## src/acia_pkg.sv

```systemverilog
// types and constants shared by the acia register block
package acia_pkg;

    localparam int unsigned ADDR_W = 16;
    localparam int unsigned BYTE_W = 8;

    // command codes carried in the input word
    localparam logic [1:0] CMD_WRITE = 2'd0;
    localparam logic [1:0] CMD_READ  = 2'd1;
    localparam logic [1:0] CMD_TICK  = 2'd2;

    // status register bit positions
    localparam int unsigned ST_RDRF_BIT = 0;
    localparam int unsigned ST_TDRE_BIT = 1;
    localparam int unsigned ST_IRQ_BIT  = 7;

    localparam logic [BYTE_W-1:0] ST_RDRF  = 8'h01;
    localparam logic [BYTE_W-1:0] ST_TDRE  = 8'h02;
    localparam logic [BYTE_W-1:0] ST_DCD   = 8'h04;
    localparam logic [BYTE_W-1:0] ST_OVRN  = 8'h20;

    // control register fields
    localparam logic [1:0] CTRL_MASTER_RESET = 2'b11;
    localparam logic [1:0] CTRL_TX_INT_ON    = 2'b01;

    typedef struct packed {
        logic [1:0]        cmd;
        logic [ADDR_W-1:0] address;
        logic [BYTE_W-1:0] bus_data;
        logic              rx_valid;
        logic [BYTE_W-1:0] rx_byte;
        logic              tx_ready;
    } acia_in_t;

    typedef struct packed {
        logic [BYTE_W-1:0] read_data;
        logic              irq_request;
        logic              tx_valid;
        logic [BYTE_W-1:0] tx_byte;
    } acia_out_t;

endpackage

```

## src/acia_uart_registers.sv

```systemverilog
// acia register block: bus accesses and serial ticks with a registered result word
//
//  channel   direction  handshake             payload
//  in        input      in_valid / in_stall   in_word  (acia_in_t)
//  out       output     out_valid / out_stall out_word (acia_out_t)
//  cfg       input      cfg_we                cfg_data (base address)
//
// for each word the state update and the result are worked out in the cycle it is
// accepted and the result sits in the output register on the next cycle.
// a new word is taken every cycle while the output register is free or being emptied.
// reset leaves status at transmit empty, other state cleared, base address zero; out_word is not reset.
// when out_stall holds a result, in_stall is raised until it is taken.
module acia_uart_registers
(
    input  logic                     clk,
    input  logic                     rst_n,
    input  logic                     in_valid,
    output logic                     in_stall,
    input  acia_pkg::acia_in_t       in_word,
    output logic                     out_valid,
    input  logic                     out_stall,
    output acia_pkg::acia_out_t      out_word,
    input  logic                     cfg_we,
    input  logic [acia_pkg::ADDR_W-1:0] cfg_data
);
    import acia_pkg::*;

    logic [ADDR_W-1:0] base_addr_reg;
    logic [BYTE_W-1:0] control_reg, control_next;
    logic [BYTE_W-1:0] status_reg, status_next;
    logic [BYTE_W-1:0] rx_holding_reg, rx_holding_next;
    logic [BYTE_W-1:0] tx_holding_reg, tx_holding_next;
    logic [BYTE_W-1:0] flags_seen_reg, flags_seen_next;
    logic [BYTE_W-1:0] flags_pending_reg, flags_pending_next;
    logic              rx_irq_reg, rx_irq_next;
    logic              tx_irq_reg, tx_irq_next;
    logic              out_valid_reg;
    acia_out_t         out_word_reg, out_word_next;

    logic              accept;
    logic              is_ctrl;
    logic [BYTE_W-1:0] delta;
    logic              rx_int_on;
    logic              tx_int_on;

    assign in_stall  = out_valid_reg && out_stall;
    assign accept    = in_valid && !in_stall;
    assign out_valid = out_valid_reg;
    assign out_word  = out_word_reg;
    assign is_ctrl   = (in_word.address == base_addr_reg);
    assign delta     = control_reg ^ in_word.bus_data;

    always_comb
    begin
        control_next       = control_reg;
        status_next        = status_reg;
        rx_holding_next    = rx_holding_reg;
        tx_holding_next    = tx_holding_reg;
        flags_seen_next    = flags_seen_reg;
        flags_pending_next = flags_pending_reg;
        rx_irq_next        = rx_irq_reg;
        tx_irq_next        = tx_irq_reg;
        out_word_next      = '0;
        rx_int_on          = control_reg[7];
        tx_int_on          = (control_reg[6:5] == CTRL_TX_INT_ON);

        case (in_word.cmd)
            CMD_WRITE:
            begin
                if (is_ctrl)
                begin
                    control_next = in_word.bus_data;
                    rx_int_on    = in_word.bus_data[7];
                    tx_int_on    = (in_word.bus_data[6:5] == CTRL_TX_INT_ON);
                    if ((delta[1:0] != 2'b00) && (in_word.bus_data[1:0] == CTRL_MASTER_RESET))
                    begin
                        rx_irq_next        = 1'b0;
                        tx_irq_next        = 1'b0;
                        status_next        = ST_TDRE;
                        flags_seen_next    = '0;
                        flags_pending_next = '0;
                    end
                    if (delta[6:5] != 2'b00)
                        tx_irq_next = tx_int_on && status_next[ST_TDRE_BIT];
                    if (delta[7])
                        rx_irq_next = rx_int_on && status_next[ST_RDRF_BIT];
                end
                else
                begin
                    tx_holding_next          = in_word.bus_data;
                    status_next[ST_TDRE_BIT] = 1'b0;
                    if (tx_int_on)
                        tx_irq_next = 1'b0;
                end
                status_next[ST_IRQ_BIT] = rx_irq_next || tx_irq_next;
            end
            CMD_READ:
            begin
                status_next[ST_IRQ_BIT] = rx_irq_reg || tx_irq_reg;
                if (is_ctrl)
                begin
                    flags_seen_next         = status_next & (ST_DCD | ST_OVRN);
                    out_word_next.read_data = status_next;
                end
                else
                begin
                    // overrun held back until the next data read
                    status_next        = (status_next & ~(ST_RDRF | flags_seen_reg))
                                         | flags_pending_reg;
                    flags_seen_next    = '0;
                    flags_pending_next = '0;
                    if (rx_int_on)
                        rx_irq_next = ((status_next & (ST_RDRF | ST_OVRN)) != '0);
                    status_next[ST_IRQ_BIT] = rx_irq_next || tx_irq_reg;
                    out_word_next.read_data = rx_holding_reg;
                end
            end
            CMD_TICK:
            begin
                if (in_word.rx_valid)
                begin
                    rx_holding_next = in_word.rx_byte;
                    if (status_reg[ST_RDRF_BIT])
                        flags_pending_next = flags_pending_reg | ST_OVRN;
                    status_next[ST_RDRF_BIT] = 1'b1;
                    if (rx_int_on)
                        rx_irq_next = 1'b1;
                end
                if (in_word.tx_ready && !status_reg[ST_TDRE_BIT])
                begin
                    out_word_next.tx_valid   = 1'b1;
                    out_word_next.tx_byte    = tx_holding_reg;
                    status_next[ST_TDRE_BIT] = 1'b1;
                    if (tx_int_on)
                        tx_irq_next = 1'b1;
                end
                status_next[ST_IRQ_BIT] = rx_irq_next || tx_irq_next;
            end
            default:
            begin
            end
        endcase

        out_word_next.irq_request = rx_irq_next || tx_irq_next;
    end

    always_ff @(posedge clk or negedge rst_n)
    begin
        if (!rst_n)
        begin
            base_addr_reg     <= '0;
            control_reg       <= '0;
            status_reg        <= ST_TDRE;
            rx_holding_reg    <= '0;
            tx_holding_reg    <= '0;
            flags_seen_reg    <= '0;
            flags_pending_reg <= '0;
            rx_irq_reg        <= 1'b0;
            tx_irq_reg        <= 1'b0;
            out_valid_reg     <= 1'b0;
        end
        else
        begin
            if (cfg_we)
                base_addr_reg <= cfg_data;
            if (accept)
            begin
                control_reg       <= control_next;
                status_reg        <= status_next;
                rx_holding_reg    <= rx_holding_next;
                tx_holding_reg    <= tx_holding_next;
                flags_seen_reg    <= flags_seen_next;
                flags_pending_reg <= flags_pending_next;
                rx_irq_reg        <= rx_irq_next;
                tx_irq_reg        <= tx_irq_next;
                out_valid_reg     <= 1'b1;
            end
            else if (!out_stall)
            begin
                out_valid_reg <= 1'b0;
            end
        end
    end

    always_ff @(posedge clk)
    begin
        if (accept)
            out_word_reg <= out_word_next;
    end

    // the interrupt line in a held word matches the two sources it came from
    assert property (@(posedge clk) disable iff (!rst_n)
        out_valid_reg |-> (out_word_reg.irq_request == (rx_irq_reg || tx_irq_reg)))
        else $error("irq_request does not match interrupt sources");

    // a byte sent to the serial side leaves the transmit register empty
    assert property (@(posedge clk) disable iff (!rst_n)
        (out_valid_reg && out_word_reg.tx_valid) |-> status_reg[ST_TDRE_BIT])
        else $error("tx byte sent but TDRE clear");

    // a tick never returns read data alongside a sent byte
    assert property (@(posedge clk) disable iff (!rst_n)
        (out_valid_reg && out_word_reg.tx_valid) |-> (out_word_reg.read_data == '0))
        else $error("read data on a transmit word");

    // status irq bit follows the sources after every bus write
    assert property (@(posedge clk) disable iff (!rst_n)
        (accept && (in_word.cmd == CMD_WRITE)) |=>
            (status_reg[ST_IRQ_BIT] == (rx_irq_reg || tx_irq_reg)))
        else $error("status IRQ bit out of step after write");

endmodule
```

## config.mk

```make
export PLATFORM = sky130hd
export DESIGN_NAME = acia_uart_registers
export DESIGN_NICKNAME = d
export VERILOG_FILES = /design/src/acia_pkg.sv /design/src/acia_uart_registers.sv
export SDC_FILE = /design/constraint.sdc
export NUM_CORES = 1
export LEC_CHECK = 0
export BUFFER_PORTS_ARGS = -buffer_cell sky130_fd_sc_hd__buf_2
export CORE_UTILIZATION = 40
export CTS_CLUSTER_SIZE = 12
export DETAILED_ROUTE_END_ITERATION = 8
export GPL_ROUTABILITY_DRIVEN = 0
export GPL_TIMING_DRIVEN = 0
export PLACE_DENSITY_LB_ADDON = 0.1
export SLEW_MARGIN = 15
export SYNTH_ARGS = -nofsm -noshare
export SYNTH_HDL_FRONTEND = slang
export SYNTH_SLANG_ARGS = --single-unit
```

## constraint.sdc

```tcl
create_clock -name clk -period 2.6 [get_ports clk]
set_input_delay 0.52 -clock clk [delete_from_list [all_inputs] [get_ports clk]]
set_output_delay 0.52 -clock clk [all_outputs]
set_load 0.02 [all_outputs]
```

# Yosys cells after proc, flatten, opt, wreduce, memory -nomap -nowiden
# Index checks and enable logic that the tools add are counted.
[totals]
regBits = 82
latch_bits = 0
mem_bits_rw = 0
mem_bits_ro = 0
elab_cells = 107
memories = 0
[classes]
add_sub_neg = 0
mul = 0
div_mod_pow = 0
n_lt_le_gt_ge = 0
n_eq_ne = 13
shifts = 0
n_mux = 44
n_bitwise = 6
reduce_logical = 27
[ops]
columns = ["operator", "n"]
rows = [
  ["$mux 7", 6],
  ["$mux 1", 25],
  ["$pmux 7 s3", 1],
  ["$mux 6", 3],
  ["$eq 16x16->1", 1],
  ["$mux 8", 2],
  ["$pmux 7 s2", 1],
  ["$ne 2x2->1 const B", 6],
  ["$pmux 5 s2", 1],
  ["$reduce_and 5->1", 2],
  ["$mux 9", 1],
  ["$reduce_and 3->1", 3],
  ["$reduce_and 4->1", 2],
  ["$reduce_bool 8->1", 1],
  ["$xor 8x8->8", 1],
  ["$and 7x7->7", 1],
  ["$not 7->7", 1],
  ["$or 7x7->7", 1],
  ["$reduce_and 7->1", 1],
  ["$eq 2x1->1 const B", 3],
  ["$logic_and 1x1->1", 6],
  ["$pmux 2 s3", 1],
  ["$reduce_and 6->1", 1],
  ["$reduce_bool 2->1", 3],
  ["other kinds (11)", 16],
]

# Longest topological paths before layout
[logic_depth]
word_depth = 12
ltp_mapped = 8
depth_no_buf = 7

# Least setup slack after synthesis
# OpenSTA, ideal clock, no wires.
[synth_timing]
path_type = "input to register"
from = "in out_stall"
to = "reg rx_holding_reg[0]"
arrival_time_ns = 2.045
required_time_ns = 2.475
setup_slack_ns = 0.431
path_stages = 6
path_cell_list = "nand2_1 nand2_1 inv_1 and3_1 clkbuf_1 mux2_2"
[synth_via]
elab_chain_cells = 4
[synth_rtl]
columns = ["item", "line_no", "text"]
rows = [
  ["start, declared", "acia_uart_registers.sv:21", "input logic out_stall,"],
  ["$logic_and 1x1->1", "acia_uart_registers.sv:46", "assign in_stall = out_valid_reg && out_stall;"],
  ["$logic_not 1->1", "acia_uart_registers.sv:47", "assign accept = in_valid && !in_stall;"],
  ["$logic_and 1x1->1", "acia_uart_registers.sv:47", ""],
  ["via accept", "acia_uart_registers.sv:40", "logic accept;"],
  ["$reduce_and 3->1 (no line)", "n/a", ""],
  ["end signal, assigned", "acia_uart_registers.sv:170", "rx_holding_reg <= rx_holding_next;"],
  ["end, declared", "acia_uart_registers.sv:31", "logic [BYTE_W-1:0] rx_holding_reg, rx_holding_next;"],
]
# The timed path passes the listed nets, and every way through them passes these cells.
# A chain may end at the register's enable or synchronous reset.

# Final worst setup path
[layout_timing]
from = "reg out_valid_reg, in the netlist out_valid"
to = "reg rx_holding_reg[3]"
[layout_via]
elab_chain_cells = 4
[layout_rtl]
columns = ["item", "line_no", "text"]
rows = [
  ["start, declared", "acia_uart_registers.sv:37", "logic out_valid_reg;"],
  ["start signal, assigned", "acia_uart_registers.sv:160", "out_valid_reg <= 1'b0;"],
  ["start signal, assigned", "acia_uart_registers.sv:176", "out_valid_reg <= 1'b1;"],
  ["start signal, assigned", "acia_uart_registers.sv:180", "out_valid_reg <= 1'b0;"],
  ["$logic_and 1x1->1", "acia_uart_registers.sv:46", ""],
  ["$logic_not 1->1", "acia_uart_registers.sv:47", ""],
  ["$logic_and 1x1->1", "acia_uart_registers.sv:47", ""],
  ["via accept", "acia_uart_registers.sv:40", ""],
  ["$reduce_and 3->1 (no line)", "n/a", ""],
]
# The timed path passes the listed nets, and every way through them passes these cells.

==> metrics <==
maximum fanout encountered on the critical timing path 23; Final Power between 2 and 3 mW; number of storage elements in the synthesis netlist 68; max-slew violation total from the final report 0; non-filler instance count after layout ~440; critical path class reg2reg; utilization after layout between 50% and 60%; worst setup skew after layout around 7.3 ps; area of the multi-input gates 0.00127 mm²; number of levels the H-tree was split into 3; die outline width 90.8 µm; most used flip-flop cell after synthesis sky130_fd_sc_hd__dfrtp_1; count of maximum capacitance violations 0; Async SR Flop Fraction approximately 74%; net count of the mapped netlist between 300 and 400; worst-skew pair later-pin latency roughly 340 ps; Fmax achieved 429 MHz; total congestion overflow after global routing 0; share of synthesized area occupied by flip-flops and latches 56.8%; synthesized area per cell around 13 µm²; number of endpoints failing setup at the final stage 0; Placement Rows 32; Clock Sink Count between 60 and 70; pin count of the biggest net entering global routing between 50 and 60; Die Ht about 90 µm; total die area roughly 0.0082 mm²; total clock buffers created by CTS 9; Hold Violations, Final 0; cell area after synthesis approximately 0.0032 mm²; I/O pin count 77; Unique masters post-synth 44; global-route met2 utilization roughly 25%; Crit path arrival time about 2600 ps; critical path's largest stage delay 540 ps; Static Leakage around 1.8 nW; sort of element at the end of the critical path flip-flop; most frequent standard cell in the layout excluding fill and tap cells sky130_fd_sc_hd__buf_2; Largest register FFs 18; Synth Instances between 200 and 250; Avg Vias per Cell about 4.9; HPWL Detailed ~4.3 mm; iteration-0 DRC count of the detailed router 84; Slowest cell on crit path sky130_fd_sc_hd__clkinvlp_4; Layout Nets slightly below 400; Buffers on Ports 75; wire length of the first global-routing pass ~11 mm; clock tree from TritonCTS built; number of antenna violations at the first check in global routing 0; class of the tightest hold or removal check in2async; number of inserted diodes 0; sequential standard cell area 0.00179 mm²; layout overhead on the synthesized area 22.2%; first-pass iteration count of the detailed router 4; post-route clock period utilization between 80% and 90%; unrepaired setup endpoints after global routing no; Antenna Violating Nets Remaining 0; clock-pin slew of the registers on the worst-case setup and hold paths approximately 80 ps; CORE AREA a little under 0.008 mm²; busiest metal layer after global routing met2; outcome completed; data required time of the worst path 2830 ps; vias in the first global route 2193; tightest slew margin relative to the limit 55.8%; wirelength, routed approximately 6.2 mm; met1 Resource Use GR 22.0%; Min Clock Period, post-route ~2300 ps; proportion of layout cells with a drive suffix above 1 a little over two fifths; Initial Utilization a little over 40%; series of cell instances along the critical path nand2_1 -> nand2_1 -> clkinvlp_4 -> and3_1 -> clkbuf_1 -> mux2_2; average wire per standard cell between 10 and 15 µm; Post-Route Hold Slack a little over 200 ps; Via Count 2159; Max Buffers Root-to-Sink 2; total global-route track usage 16.8%; transition time at the pin with the least slew margin 663 ps; Setup Total Neg Slack 0 ps; DR DRC count 0; Filler cells between 700 and 800; met3 global-route usage 5.22%; Warnings, synthesis 0; Peak VDD IR 0.000337 V; most frequent cell on the critical path sky130_fd_sc_hd__nand2_1; total instance count after detailed placement roughly 420; crit path launch type flip-flop; highest-count cells in the layout ignoring fill and taps 76 x sky130_fd_sc_hd__buf_2, 49 x sky130_fd_sc_hd__dfrtp_1, 37 x sky130_fd_sc_hd__mux2_2; CTS root buffer sky130_fd_sc_hd__clkbuf_8; P per Cell Area between 600 and 700 mW/mm²; EDFF count, synth 18
## where the power goes
group | switching, mW | internal, mW
sequential | 0.0776 | 1.24
combinational | 0.186 | 0.202
clock | 0.415 | 0.439
## area by class of cell
cell class / count / area share [%]
Sequential cell: 68 / 46.5
Multi-Input combinational cell: 158 / 33.0
Timing Repair Buffer: 75 / 9.80
Tap cell: 102 / 3.31
Clock buffer: 9 / 3.21
Clock inverter: 7 / 1.72
Buffer: 9 / 1.23
Inverter: 11 / 1.17
## per-layer routing
metal / part of all wire [%] / wire [µm] / vias to the layer above
li1: - / - / 1053
met1: 46 / 2880 / 1026
met2: 46 / 2840 / 73
met3: 6.7 / 418 / 7
met4: 1.2 / 76 / 0
met5: 0 / 0 / -
## per-stage QoR
stage	area, µm²	setup slack [ps]
global placement	3660	-239
global route	3850	56.3
floorplan	3160	431
finish	3850	270
detailed placement	3660	-295
CTS	3850	220
## synth_stat cells (all sizes together) (6+ instances only)
cell,n,area (µm²)
edfxtp,18,541
nor2,16,60.1
inv,11,41.3
mux2i,11,110
a21oi,7,35.0
dfrtp,49,1230
xor2,18,158
mux2,37,417
nand2,6,22.5
and2,10,62.6
## final timing paths
path	from	to	slack, ps	cells after the start
hold reg to reg	tx_holding_reg[3]	tx_holding_reg[3]	500	1
min in group clk	in_valid	out_valid	390	2
hold / removal	rst_n	tx_holding_reg[4]	200	1
setup reg to reg	out_valid	rx_holding_reg[3]	270	6
max in group asynchronous	rst_n	status_reg[0]	1950	1
setup / recovery	out_valid	rx_holding_reg[3]	270	6
## worst max-delay path: cells and delay by family, from the launching register on
family / cells / cell delay (ps)
flops: 1 / 350
mux: 1 / 340
buf+inv: 2 / 790
simple gates: 3 / 740
## cell families after synthesis
group | after synthesis | synth area share, %
flops | 68 | 56.8
xor+xnor | 19 | 5.27
buf+inv | 20 | 2.82
mux | 48 | 16.7
simple gates | 54 | 9.36
compound gates | 33 | 7.45
fa+ha+maj | 4 | 1.59
## repair_timing
item / CTS / global route
hold endpoints to repair: 0 / 0
hold buffers: 0 / 0
resized for setup: 1 / 0
setup buffers: 0 / 0
setup endpoints to repair: 8 / 0
(Power assumes the default switching activity.)
